File: config.mk
export PLATFORM = sky130hd
export DESIGN_NAME = date_difference_days
export DESIGN_NICKNAME = d
export VERILOG_FILES = /design/src/design/ddd_pkg.sv /design/src/design/ddd_date_conv.sv /design/src/design/ddd_diff.sv /design/src/design/date_difference_days.sv
export VERILOG_INCLUDE_DIRS = /design/src /design/src/design
export SDC_FILE = /design/constraint.sdc
export NUM_CORES = 2
export LEC_CHECK = 0
export BUFFER_PORTS_ARGS = -buffer_cell sky130_fd_sc_hd__buf_2
export CAP_MARGIN = 20
export CORE_MARGIN = 5
export CORE_UTILIZATION = 35
export DETAILED_ROUTE_END_ITERATION = 12
export SLEW_MARGIN = 10
export SYNTH_ARGS = -nofsm -noshare
export SYNTH_HDL_FRONTEND = slang
export SYNTH_SLANG_ARGS = --single-unit
File: constraint.sdc
create_clock -name clk -period 16.69 [get_ports clk]
set_clock_uncertainty 0.2 [all_clocks]
set_input_delay 3.338 -clock clk [delete_from_list [all_inputs] [get_ports clk]]
set_output_delay 3.338 -clock clk [all_outputs]
set_load 0.05 [all_outputs]
File: src/design/date_difference_days_macros.svh
// Assertion macros shared by the date difference design.
`ifndef DATE_DIFFERENCE_DAYS_MACROS_SVH
`define DATE_DIFFERENCE_DAYS_MACROS_SVH

// Same-cycle implication, checked outside reset.
`define DDD_ASSERT_NOW(label, clk, rst_n, ante, cons) \
    label: assert property (@(posedge clk) disable iff (!rst_n) (ante) |-> (cons)) \
        else $error("assertion failed");

// Next-cycle implication, checked outside reset.
`define DDD_ASSERT_NEXT(label, clk, rst_n, ante, cons) \
    label: assert property (@(posedge clk) disable iff (!rst_n) (ante) |=> (cons)) \
        else $error("assertion failed");

`endif

File: src/design/ddd_pkg.sv
// Package: beat types, widths and calendar tables for the date difference block.
`timescale 1ns / 1ps

package ddd_pkg;

    localparam int DAY_W    = 5;
    localparam int MON_W    = 4;
    localparam int YEAR_W   = 14;
    localparam int COUNT_W  = 22;
    localparam int NUM_W    = 23;   // serial day number, holds year 16383
    localparam int QUO_W    = 8;    // year / 100
    localparam int DBM_W    = 9;    // days before a month
    localparam int PROD_W   = 27;   // year times reciprocal of 100

    // floor(x / 100) == (x * 5243) >> 19 for every x below 43699
    localparam int RECIP_100   = 5243;
    localparam int RECIP_SHIFT = 19;

    localparam logic [MON_W-1:0] MONTH_FEB = MON_W'(2);
    localparam logic [MON_W-1:0] MONTH_DEC = MON_W'(12);

    typedef struct packed {
        logic [DAY_W-1:0]  start_day;
        logic [MON_W-1:0]  start_month;
        logic [YEAR_W-1:0] start_year;
        logic [DAY_W-1:0]  end_day;
        logic [MON_W-1:0]  end_month;
        logic [YEAR_W-1:0] end_year;
        logic              include_end;
    } req_t;

    typedef struct packed {
        logic [COUNT_W-1:0] day_count;
        logic               invalid;
    } rsp_t;

    // Converted date handed from a converter to the difference stage
    typedef struct packed {
        logic             ok;
        logic [NUM_W-1:0] num;
    } date_num_t;

    // Length of a month; 0 for a month code that means nothing
    function automatic logic [DAY_W-1:0] month_len(input logic [MON_W-1:0] m,
                                                   input logic leap);
        logic [DAY_W-1:0] len;
        case (m)
            4'd2:                               len = leap ? DAY_W'(29) : DAY_W'(28);
            4'd4, 4'd6, 4'd9, 4'd11:            len = DAY_W'(30);
            4'd1, 4'd3, 4'd5, 4'd7, 4'd8, 4'd10, 4'd12: len = DAY_W'(31);
            default:                            len = '0;
        endcase
        return len;
    endfunction

    // Days in the year before the first of a month, common year
    function automatic logic [DBM_W-1:0] days_before(input logic [MON_W-1:0] m);
        logic [DBM_W-1:0] n;
        case (m)
            4'd1:    n = DBM_W'(0);
            4'd2:    n = DBM_W'(31);
            4'd3:    n = DBM_W'(59);
            4'd4:    n = DBM_W'(90);
            4'd5:    n = DBM_W'(120);
            4'd6:    n = DBM_W'(151);
            4'd7:    n = DBM_W'(181);
            4'd8:    n = DBM_W'(212);
            4'd9:    n = DBM_W'(243);
            4'd10:   n = DBM_W'(273);
            4'd11:   n = DBM_W'(304);
            4'd12:   n = DBM_W'(334);
            default: n = '0;
        endcase
        return n;
    endfunction

endpackage

File: src/design/ddd_date_conv.sv
// Three-stage converter from a calendar date to a serial day number with a validity flag.
`timescale 1ns / 1ps

module ddd_date_conv
    import ddd_pkg::*;
#(
    parameter int YEAR_LIMIT = 9999
) (
    input  logic              clk,
    input  logic              en,
    input  logic [DAY_W-1:0]  day,
    input  logic [MON_W-1:0]  month,
    input  logic [YEAR_W-1:0] year,
    output date_num_t         res
);

    // Stage 1: year minus one, both quotients by 100, range checks
    logic [DAY_W-1:0]  s1_day_reg;
    logic [MON_W-1:0]  s1_month_reg;
    logic [YEAR_W-1:0] s1_year_reg;
    logic [YEAR_W-1:0] s1_prev_reg;
    logic [QUO_W-1:0]  s1_qy_reg;
    logic [QUO_W-1:0]  s1_qp_reg;
    logic              s1_ym_ok_reg;

    logic [YEAR_W-1:0] s1_prev_next;
    logic [PROD_W-1:0] s1_prod_y;
    logic [PROD_W-1:0] s1_prod_p;
    logic              s1_ym_ok_next;

    always_comb
    begin
        s1_prev_next  = year - YEAR_W'(1);
        s1_prod_y     = PROD_W'(year) * PROD_W'(RECIP_100);
        s1_prod_p     = PROD_W'(s1_prev_next) * PROD_W'(RECIP_100);
        s1_ym_ok_next = (month != '0) && (month <= MONTH_DEC) &&
                        (year != '0) && (int'(year) <= YEAR_LIMIT);
    end

    always_ff @(posedge clk)
    begin
        if (en)
        begin
            s1_day_reg   <= day;
            s1_month_reg <= month;
            s1_year_reg  <= year;
            s1_prev_reg  <= s1_prev_next;
            s1_qy_reg    <= s1_prod_y[RECIP_SHIFT +: QUO_W];
            s1_qp_reg    <= s1_prod_p[RECIP_SHIFT +: QUO_W];
            s1_ym_ok_reg <= s1_ym_ok_next;
        end
    end

    // Stage 2: leap year, day check, whole-year part of the day number
    logic [DAY_W-1:0] s2_day_reg;
    logic [MON_W-1:0] s2_month_reg;
    logic             s2_leap_reg;
    logic             s2_ok_reg;
    logic [NUM_W-1:0] s2_base_reg;

    logic [YEAR_W-1:0] s2_rem100;
    logic              s2_leap_next;
    logic              s2_ok_next;
    logic [NUM_W-1:0]  s2_base_next;

    always_comb
    begin
        s2_rem100    = s1_year_reg - YEAR_W'(s1_qy_reg) * YEAR_W'(100);
        s2_leap_next = ((s1_year_reg[1:0] == 2'b00) && (s2_rem100 != '0)) ||
                       ((s2_rem100 == '0) && (s1_qy_reg[1:0] == 2'b00));
        s2_ok_next   = s1_ym_ok_reg && (s1_day_reg != '0) &&
                       (s1_day_reg <= month_len(s1_month_reg, s2_leap_next));
        s2_base_next = NUM_W'(s1_prev_reg) * NUM_W'(365)
                     + NUM_W'(s1_prev_reg[YEAR_W-1:2])
                     - NUM_W'(s1_qp_reg)
                     + NUM_W'(s1_qp_reg[QUO_W-1:2]);
    end

    always_ff @(posedge clk)
    begin
        if (en)
        begin
            s2_day_reg   <= s1_day_reg;
            s2_month_reg <= s1_month_reg;
            s2_leap_reg  <= s2_leap_next;
            s2_ok_reg    <= s2_ok_next;
            s2_base_reg  <= s2_base_next;
        end
    end

    // Stage 3: add month offset, leap day and day of month
    date_num_t res_reg;
    date_num_t res_next;

    always_comb
    begin
        res_next.ok  = s2_ok_reg;
        res_next.num = s2_base_reg
                     + NUM_W'(days_before(s2_month_reg))
                     + NUM_W'(s2_leap_reg && (s2_month_reg > MONTH_FEB))
                     + NUM_W'(s2_day_reg);
    end

    always_ff @(posedge clk)
    begin
        if (en)
        begin
            res_reg <= res_next;
        end
    end

    assign res = res_reg;

endmodule

File: src/design/ddd_diff.sv
// Final stage: difference of two day numbers, include-end adjust, output register.
`timescale 1ns / 1ps

module ddd_diff
    import ddd_pkg::*;
(
    input  logic      clk,
    input  logic      en,
    input  date_num_t first,
    input  date_num_t second,
    input  logic      inc,
    output rsp_t      rsp
);

    rsp_t             rsp_reg;
    rsp_t             rsp_next;
    logic [NUM_W-1:0] span;

    // Span is zero unless start is before end; an invalid date zeroes the day count and sets invalid
    always_comb
    begin
        span = (first.num < second.num) ? (second.num - first.num) : '0;
        rsp_next.invalid = !(first.ok && second.ok);
        if (first.ok && second.ok)
        begin
            rsp_next.day_count = COUNT_W'(span + NUM_W'(inc));
        end
        else
        begin
            rsp_next.day_count = '0;
        end
    end

    always_ff @(posedge clk)
    begin
        if (en)
        begin
            rsp_reg <= rsp_next;
        end
    end

    assign rsp = rsp_reg;

endmodule

File: src/design/date_difference_days.sv
// Top level: days between two Gregorian dates, four-stage pipeline.
//
// Usage:
//   req channel carries a start date, an end date and include_end in one
//   beat (req_valid / req_ready). rsp channel returns day_count and invalid
//   in one beat (rsp_valid / rsp_ready), one result for every request.
//   The first stage loads at the accepting edge; the beat then passes the
//   other converter stages and the difference stage before rsp_valid rises.
//   One beat is taken every cycle while the output is not held: each stage
//   holds one date pair, the slowest being the quotient-by-100 multiply and
//   the day-number adder chain.
//   If rsp_ready is low while a result waits, the whole pipeline holds and
//   req_ready drops in the same cycle; nothing is lost or repeated.
//   Reset clears all stage valid bits; no result is pending after reset.
//   A date with day past its month, day or month zero, month above 12, or
//   year zero or above YEAR_LIMIT gives invalid = 1 and day_count = 0.
//   A start that is not before the end gives day_count = include_end.
`timescale 1ns / 1ps
`include "date_difference_days_macros.svh"

module date_difference_days
    import ddd_pkg::*;
#(
    parameter int YEAR_LIMIT = 9999
) (
    input  logic clk,
    input  logic rst_n,
    input  logic req_valid,
    output logic req_ready,
    input  req_t req_data,
    output logic rsp_valid,
    input  logic rsp_ready,
    output rsp_t rsp_data
);

    localparam int STAGES    = 4;
    localparam int CONV_LAST = STAGES - 2;

    logic [STAGES-1:0]    valid_reg;
    logic [CONV_LAST:0]   inc_reg;
    logic                 en;
    date_num_t            first_num;
    date_num_t            second_num;

    // Pipeline advances unless the output holds an untaken beat
    assign en        = !valid_reg[STAGES-1] || rsp_ready;
    assign req_ready = en;
    assign rsp_valid = valid_reg[STAGES-1];

    // Valid bits travel with the data
    always_ff @(posedge clk or negedge rst_n)
    begin
        if (!rst_n)
        begin
            valid_reg <= '0;
        end
        else if (en)
        begin
            valid_reg <= {valid_reg[STAGES-2:0], req_valid};
        end
    end

    // include_end rides alongside the converters
    always_ff @(posedge clk)
    begin
        if (en)
        begin
            inc_reg <= {inc_reg[CONV_LAST-1:0], req_data.include_end};
        end
    end

    ddd_date_conv #(
        .YEAR_LIMIT (YEAR_LIMIT)
    ) u_conv_start (
        .clk   (clk),
        .en    (en),
        .day   (req_data.start_day),
        .month (req_data.start_month),
        .year  (req_data.start_year),
        .res   (first_num)
    );

    ddd_date_conv #(
        .YEAR_LIMIT (YEAR_LIMIT)
    ) u_conv_end (
        .clk   (clk),
        .en    (en),
        .day   (req_data.end_day),
        .month (req_data.end_month),
        .year  (req_data.end_year),
        .res   (second_num)
    );

    ddd_diff u_diff (
        .clk    (clk),
        .en     (en),
        .first  (first_num),
        .second (second_num),
        .inc    (inc_reg[CONV_LAST]),
        .rsp    (rsp_data)
    );

    // Checks
    `DDD_ASSERT_NOW(a_invalid_zero, clk, rst_n, rsp_valid && rsp_data.invalid, rsp_data.day_count == '0)
    `DDD_ASSERT_NOW(a_stall_blocks, clk, rst_n, rsp_valid && !rsp_ready, !req_ready)
    `DDD_ASSERT_NEXT(a_accept_enters, clk, rst_n, req_valid && req_ready, valid_reg[0])

endmodule
# Word-level counts from Yosys, hierarchy flattened
# Memory sizes are Yosys's and may differ from the RTL's. A register that Yosys moved wholly into a read port is not among the register bits.
# Index checks and enable logic that the tools add are counted.
op_classes:
  eq_ne: 24
  n_reduce_logical: 40
  add_sub_neg: 18
  mux: 7
  multipliers: 8
  order_cmp: 9
op_table:
  columns: ["op", "n"]
  rows:
  - ["14-bit by 13-bit multiplier with 27-bit output (second input constant)", 4]
  - ["14-bit nonzero test", 4]
  - ["23-bit by 1-bit adder with 23-bit output", 2]
  - ["23-bit by 12-bit adder with 23-bit output", 2]
  - ["23-bit by 5-bit adder with 23-bit output", 2]
  - ["23-bit by 6-bit adder with 23-bit output", 2]
  - ["23-bit by 9-bit adder with 23-bit output", 2]
  - ["14-bit by 9-bit multiplier with 23-bit output (second input constant)", 2]
  - ["23-bit by 8-bit subtractor with 23-bit output", 2]
  - ["4-bit == test (second input constant)", 10]
  - ["4-bit by 3-bit == test with 1-bit output (second input constant)", 8]
  - ["5-bit case mux with 3 select lines", 2]
  - ["14-bit <= comparator (second input constant)", 2]
  - ["14-bit logical NOT", 2]
  - ["14-bit by 1-bit subtractor with 14-bit output (second input constant)", 2]
  - ["14-bit subtractor", 2]
  - ["8-bit by 5-bit multiplier with 12-bit output (second input constant)", 2]
  - ["23-bit less-than comparator", 1]
  - ["22-bit by 1-bit adder with 22-bit output", 1]
  - ["22-bit 2-to-1 mux", 1]
  - ["22-bit subtractor", 1]
  - ["1-bit logical AND", 17]
  - ["4-bit by 2-bit == test with 1-bit output (second input constant)", 4]
  - ["7-bit OR reduction", 2]
  - ["12 further kinds", 27]
totals:
  memories: 2
  reg_bits: 254
  romBits: 288
  word_cells: 140
  output_inout_bits: 25
  input_bits: 51
mem_list:
  columns: ["memory", "depth", "word_bits", "read_ports", "rd_ports_with_merged_regs", "wr", "line", "rtl"]
  rows:
  - ["(name not given)", 16, 9, 1, 1, 0, "ddd_pkg.sv:59", "case (m)"]
  - ["(name not given)", 16, 9, 1, 1, 0, "ddd_pkg.sv:59", null]

# Logic depth before layout (Yosys ltp)
depth:
  ltp_word: 9
  depth_mapped: 27

# Hierarchy
# From an unflattened synthesis, not the netlist that was laid out.
unflattened:
  cells_unflattened: 3468
  hier_area_um2: 36854.1
by_module_without_submodules:
  columns: ["mod", "instances", "area_per_inst_um2", "cells_per_inst"]
  rows:
  - ["ddd_date_conv at u_conv_end", 1, 16702.3, 1536]
  - ["ddd_date_conv at u_conv_start", 1, 16696.0, 1539]
  - ["ddd_diff", 1, 3199.3, 381]
  - ["date_difference_days", 1, 256.5, 12]

# Worst setup path before layout
# No wires, ideal clock.
synth_path:
  kind: "input to output"
  startpoint: "in rsp_ready"
  endpoint: "out req_ready"
  t_arrival_ps: 11143
  setup_slack_ps: 2009
  path_stages: 3
  path_cell_list: "nand2b_1 -> clkbuf_1 -> buf_1"
synth_via:
  elab_chain_len: 1
synth_lines:
  columns: ["item", "line", "rtl"]
  rows:
  - ["start, declared", "date_difference_days.sv:32", "input logic rsp_ready,"]
  - ["1-bit logical OR", "date_difference_days.sv:46", "assign en = !valid_reg[STAGES-1] || rsp_ready;"]
  - ["end, declared", "date_difference_days.sv:29", "output logic req_ready,"]
# Every way passes these cells.

# Worst setup path in the final report
layout_path:
  startpoint: "in req_data[3] (netlist bit)"
  endpoint: "reg u_conv_end.s1_qp_reg[7] (data pin)"
layout_via:
  elab_chain_len: 2
layout_lines:
  columns: ["item", "line", "rtl"]
  rows:
  - ["start, declared", "date_difference_days.sv:30", "input req_t req_data,"]
  - ["14-bit by 1-bit subtractor with 14-bit output", "ddd_date_conv.sv:33", "s1_prev_next = year - YEAR_W'(1);"]
  - ["net u_conv_end.s1_prev_next[11]", "ddd_date_conv.sv:26", "logic [YEAR_W-1:0] s1_prev_next;"]
  - ["14-bit by 13-bit multiplier with 27-bit output", "ddd_date_conv.sv:35", "s1_prod_p = PROD_W'(s1_prev_next) * PROD_W'(RECIP_100);"]
  - ["net u_conv_end.s1_prod_p[26]", "ddd_date_conv.sv:28", "logic [PROD_W-1:0] s1_prod_p;"]
  - ["end signal, assigned", "ddd_date_conv.sv:49", "s1_qp_reg <= s1_prod_p[RECIP_SHIFT +: QUO_W];"]
  - ["end, declared", "ddd_date_conv.sv:23", "logic [QUO_W-1:0] s1_qp_reg;"]
# The timed path passes the listed nets, and every way through them passes these cells.
# A chain may end at the register's enable or synchronous reset.

==> results.txt <==
----------------------------------------------------
[Critical path]
  Nature of the critical path endpoint ... flip-flop
  Worst endpoint data arrival time ... 10.48 ns
  Most frequent cell on the critical path ... sky130_fd_sc_hd__fa_1
  Critical path data required time ... 16.80 ns
  Worst setup path class ... input pin to flip-flop
  Peak per-stage delay on the critical path ... 0.78 ns
  Maximum fanout encountered on the critical timing path ... 8
  Startpoint class of the critical path ... input pin
  Slowest stage cell, crit path ... sky130_fd_sc_hd__a2111oi_0

[Synthesis]
  Top post-synthesis cells by area ... sky130_fd_sc_hd__ha_1 26%, sky130_fd_sc_hd__fa_1 23%, sky130_fd_sc_hd__edfxtp_1 20%, sky130_fd_sc_hd__inv_1 8.9%, sky130_fd_sc_hd__xnor2_1 3.0%
  Mean post-synth cell area ... 10.6 sq um
  Post-synth EDFFs ... 250
  Sequential share of the synthesized area ... 21.7%
  Post-synthesis cell count ... 3449
  Post-synth design cell area ... 36700 sq um
  Post-synth ARST share ... 1.47%
  Synth area leader ... sky130_fd_sc_hd__ha_1
  Count of unique library cells instantiated by Yosys ... 98
  Share of the synthesized area in the top cell type ... 26.3%
  Top_reg_cell synth ... sky130_fd_sc_hd__edfxtp_1
  Total of flip-flops plus latches after synthesis ... 272
  Synth Net Count ... 4699
  Synthesis Warnings ... 0

[STA]
  Total Negative Setup Slacks ... 0 ns
  Number of max-slew violations in the final report ... 0
  Final number of setup-violating endpoints ... 0
  Share of the cycle needed by the critical path after routing ... 62.1%
  Final Hold Fails ... 0
  F_max ... 96.4 MHz
  Transition time of the tightest slew-check pin ... 1.02 ns
  Max_slew headroom ... 31.6%
  Unrepaired setup endpoints after global routing ... false
  Post-layout minimum cycle time ... 10.37 ns

[GRT]
  Vias in the first global route ... 23882
  Number of antenna violations at the first check in global routing ... 0
  Wire length of the first global-routing pass ... 123000 um
  Overflow left after global routing ... 0
  Total global routing track utilization ... 13.5%
  Largest net degree at the start of global routing ... 74

[Clock network]
  Clock buffers created by TritonCTS ... 36
  Clock transition time at the flip-flop clock pins of the worst setup and hold paths ... 0.06 ns
  Hold buffer count at cts ... 0
  CTS Root Cell ... sky130_fd_sc_hd__clkbuf_16
  Number of levels the H-tree was split into ... 2
  Clk_lat worst skew ... 0.56 ns
  Post-CTS Setup Inserts ... 0
  CTS tree ... yes
  Clock sinks ... 272
  Post-cts sizing count ... 0
  Max clock buf depth ... 3

[Finish]
  Share of post-route cells with drive strength above 1 ... 5.25%
  Number of nets in the finished design ... 4803
  Number of antenna cells inserted ... 0
  Post-synthesis to final-layout area growth ... 8.78%
  Post-layout instance area ... 39900 sq um
  Layout fillers ... 10162

[Die]
  Die area ... 111000 sq um
  Number of core rows ... 118
  Initial core utilization ... 35.4%
  Number of top-level design ports ... 76
  Die width ... 334 um
  Die height ... 334 um
  Std-Cell Core Area ... 104000 sq um

[Routing]
  First-pass iteration count of the detailed router ... 5
  Total number of vias ... 22947
  Post-route antenna net violation count ... 0
  Final wirelength ... 73500 um
  Drt drc ... 0
  Vias per Instance ... 4.63
  Iteration-0 DRC count of the detailed router ... 983
  Drt wl/cell ... 14.8 um

[Flow run]
  Reported max-cap violation count ... 0

[Placed design]
  Port bufs ... 75
  HPWL after DPL ... 63200 um
  Area after detailed placement ... 38700 sq um
  Weighted congestion reported at the end of routability-driven placement ... 0.872

[Outcome]
  Outcome ... finished, final reports clean

[Min path]
  Worst min-delay path category ... flip-flop to flip-flop

----------------------------------------------------
==> logic make-up (layout without fill, tap and decap cells) <==
logic type / Yosys count / count (layout) / share of synthesized area (%)
DFF: 272 / 272 / 21.7
xor gates and xnor gates: 187 / 187 / 4.50
muxes: 18 / 18 / 0.511
and+or+nand+nor: 459 / 459 / 6.41
adders and majority gates: 1199 / 1199 / 49.6
buffers and inverters: 889 / 1020 / 9.27
AOI/OAI and AO/OA: 425 / 425 / 7.98
==> final timing paths <==
| path | startpoint | to | slack, ns | cells after the start |
|---|---|---|---|---|
| max | req_data[3] | u_conv_end.s1_qp_reg[7]$_DFFE_PN_ | 6.32 | 25 |
| min | u_conv_end.s2_ok_reg$_DFFE_PN_ | u_conv_end.res[23]$_DFFE_PN_ | 0.22 | 0 |
| max reg2reg | u_conv_end.s1_prev_reg[7]$_DFFE_PN_ | u_conv_end.s2_base_reg[21]$_DFFE_PN_ | 10.86 | 18 |
| min reg2reg | u_conv_end.s2_ok_reg$_DFFE_PN_ | u_conv_end.res[23]$_DFFE_PN_ | 0.22 | 0 |
| max in group asynchronous | rst_n | valid_reg[2]$_DFFE_PN0N_ | 13.78 | 1 |
| min in group asynchronous | rst_n | valid_reg[3]$_DFFE_PN0N_ | 2.37 | 1 |
==> cells in the final DEF (no fill, tap or decap), types with 6 or more instances in the layout <==
cell type / count
sky130_fd_sc_hd__a211oi_1: 20
sky130_fd_sc_hd__a21boi_0: 13
sky130_fd_sc_hd__a21o_1: 37
sky130_fd_sc_hd__a21oi_1: 110
sky130_fd_sc_hd__a31o_2: 8
sky130_fd_sc_hd__a31oi_1: 20
sky130_fd_sc_hd__and2_1: 11
sky130_fd_sc_hd__and3_1: 26
sky130_fd_sc_hd__buf_2: 75
sky130_fd_sc_hd__buf_4: 7
sky130_fd_sc_hd__clkbuf_1: 10
sky130_fd_sc_hd__clkbuf_16: 39
sky130_fd_sc_hd__dfxtp_1: 18
sky130_fd_sc_hd__edfxtp_1: 250
sky130_fd_sc_hd__fa_1: 427
sky130_fd_sc_hd__ha_1: 772
sky130_fd_sc_hd__inv_1: 872
sky130_fd_sc_hd__mux2_2: 6
sky130_fd_sc_hd__mux2i_1: 12
sky130_fd_sc_hd__nand2_1: 101
sky130_fd_sc_hd__nand2b_1: 16
sky130_fd_sc_hd__nand3_1: 35
sky130_fd_sc_hd__nand3b_1: 6
sky130_fd_sc_hd__nand4_1: 16
sky130_fd_sc_hd__nor2_1: 119
sky130_fd_sc_hd__nor2b_1: 19
sky130_fd_sc_hd__nor3_1: 39
sky130_fd_sc_hd__nor3b_1: 7
sky130_fd_sc_hd__nor4_1: 9
sky130_fd_sc_hd__o211ai_1: 24
sky130_fd_sc_hd__o21a_1: 24
sky130_fd_sc_hd__o21ai_0: 70
sky130_fd_sc_hd__o21bai_1: 13
sky130_fd_sc_hd__o31ai_1: 7
sky130_fd_sc_hd__or2_2: 9
sky130_fd_sc_hd__or3_1: 11
sky130_fd_sc_hd__or4_1: 10
sky130_fd_sc_hd__xnor2_1: 125
sky130_fd_sc_hd__xor2_1: 61
==> layer usage <==
layer / up-vias / global-route usage, % / part of all wire, %
li1: 11533 / - / -
met1: 11093 / 19.1 / 49
met2: 238 / 21.8 / 45
met3: 83 / 2.06 / 3.3
met4: 0 / 3.13 / 2.4
met5: - / 0 / 0
==> critical path, delay by kind of cell <==
kind            cells  cell delay (ns)
compound gates      7             2.10
fa+ha+maj           7             2.89
simple gates        5             0.86
xor+xnor            2             0.80
buf+inv             4             0.50
==> synth_stat cells (all sizes together), types with 5 or more instances <==
cell	instances
inv	872
ha	772
fa	427
edfxtp	250
xnor2	125
nor2	119
a21oi	111
nand2	103
o21ai	71
xor2	61
nor3	40
a21o	38
nand3	35
and3	27
o211ai	24
o21a	24
a31oi	21
a211oi	20
nor2b	19
dfxtp	18
nand2b	17
nand4	17
a21boi	13
o21bai	13
or3	13
and2	12
mux2i	12
nor4	11
or2	11
or4	11
clkbuf	10
a31o	9
a2111oi	8
o31ai	8
buf	7
nor3b	7
mux2	6
nand3b	6
o2111ai	6
a211o	5
o211a	5
o31a	5
o41a	5
==> through the flow <==
step	worst slack, ns	std cells	hold slack [ns]	utilization [%]
final	6.32	4960	0.220	38.5
after detailed placement	5.73	4894	0.207	37.3
after CTS	6.34	4959	0.222	38.5
after global placement	5.80	4894	0.205	37.3
after floorplan	2.01	3449	0.200	-
after global routing	5.63	4960	0.241	38.5
==> layout make-up <==
class                           count  area, sq um  share of cell area, %
Clock buffer                       51         1040                   2.61
Multi-Input combinational cell   2288        25300                   63.5
Timing Repair Buffer               83          435                   1.09
Sequential cell                   272         7970                   20.0
Inverter                          872         3270                   8.20
Tap cell                         1380         1730                   4.32
Clock inverter                     14          143                  0.357
Power is left out: the tool's default activity adds up to more than one toggle a clock period on the data nets, which glitch-free logic cannot reach.
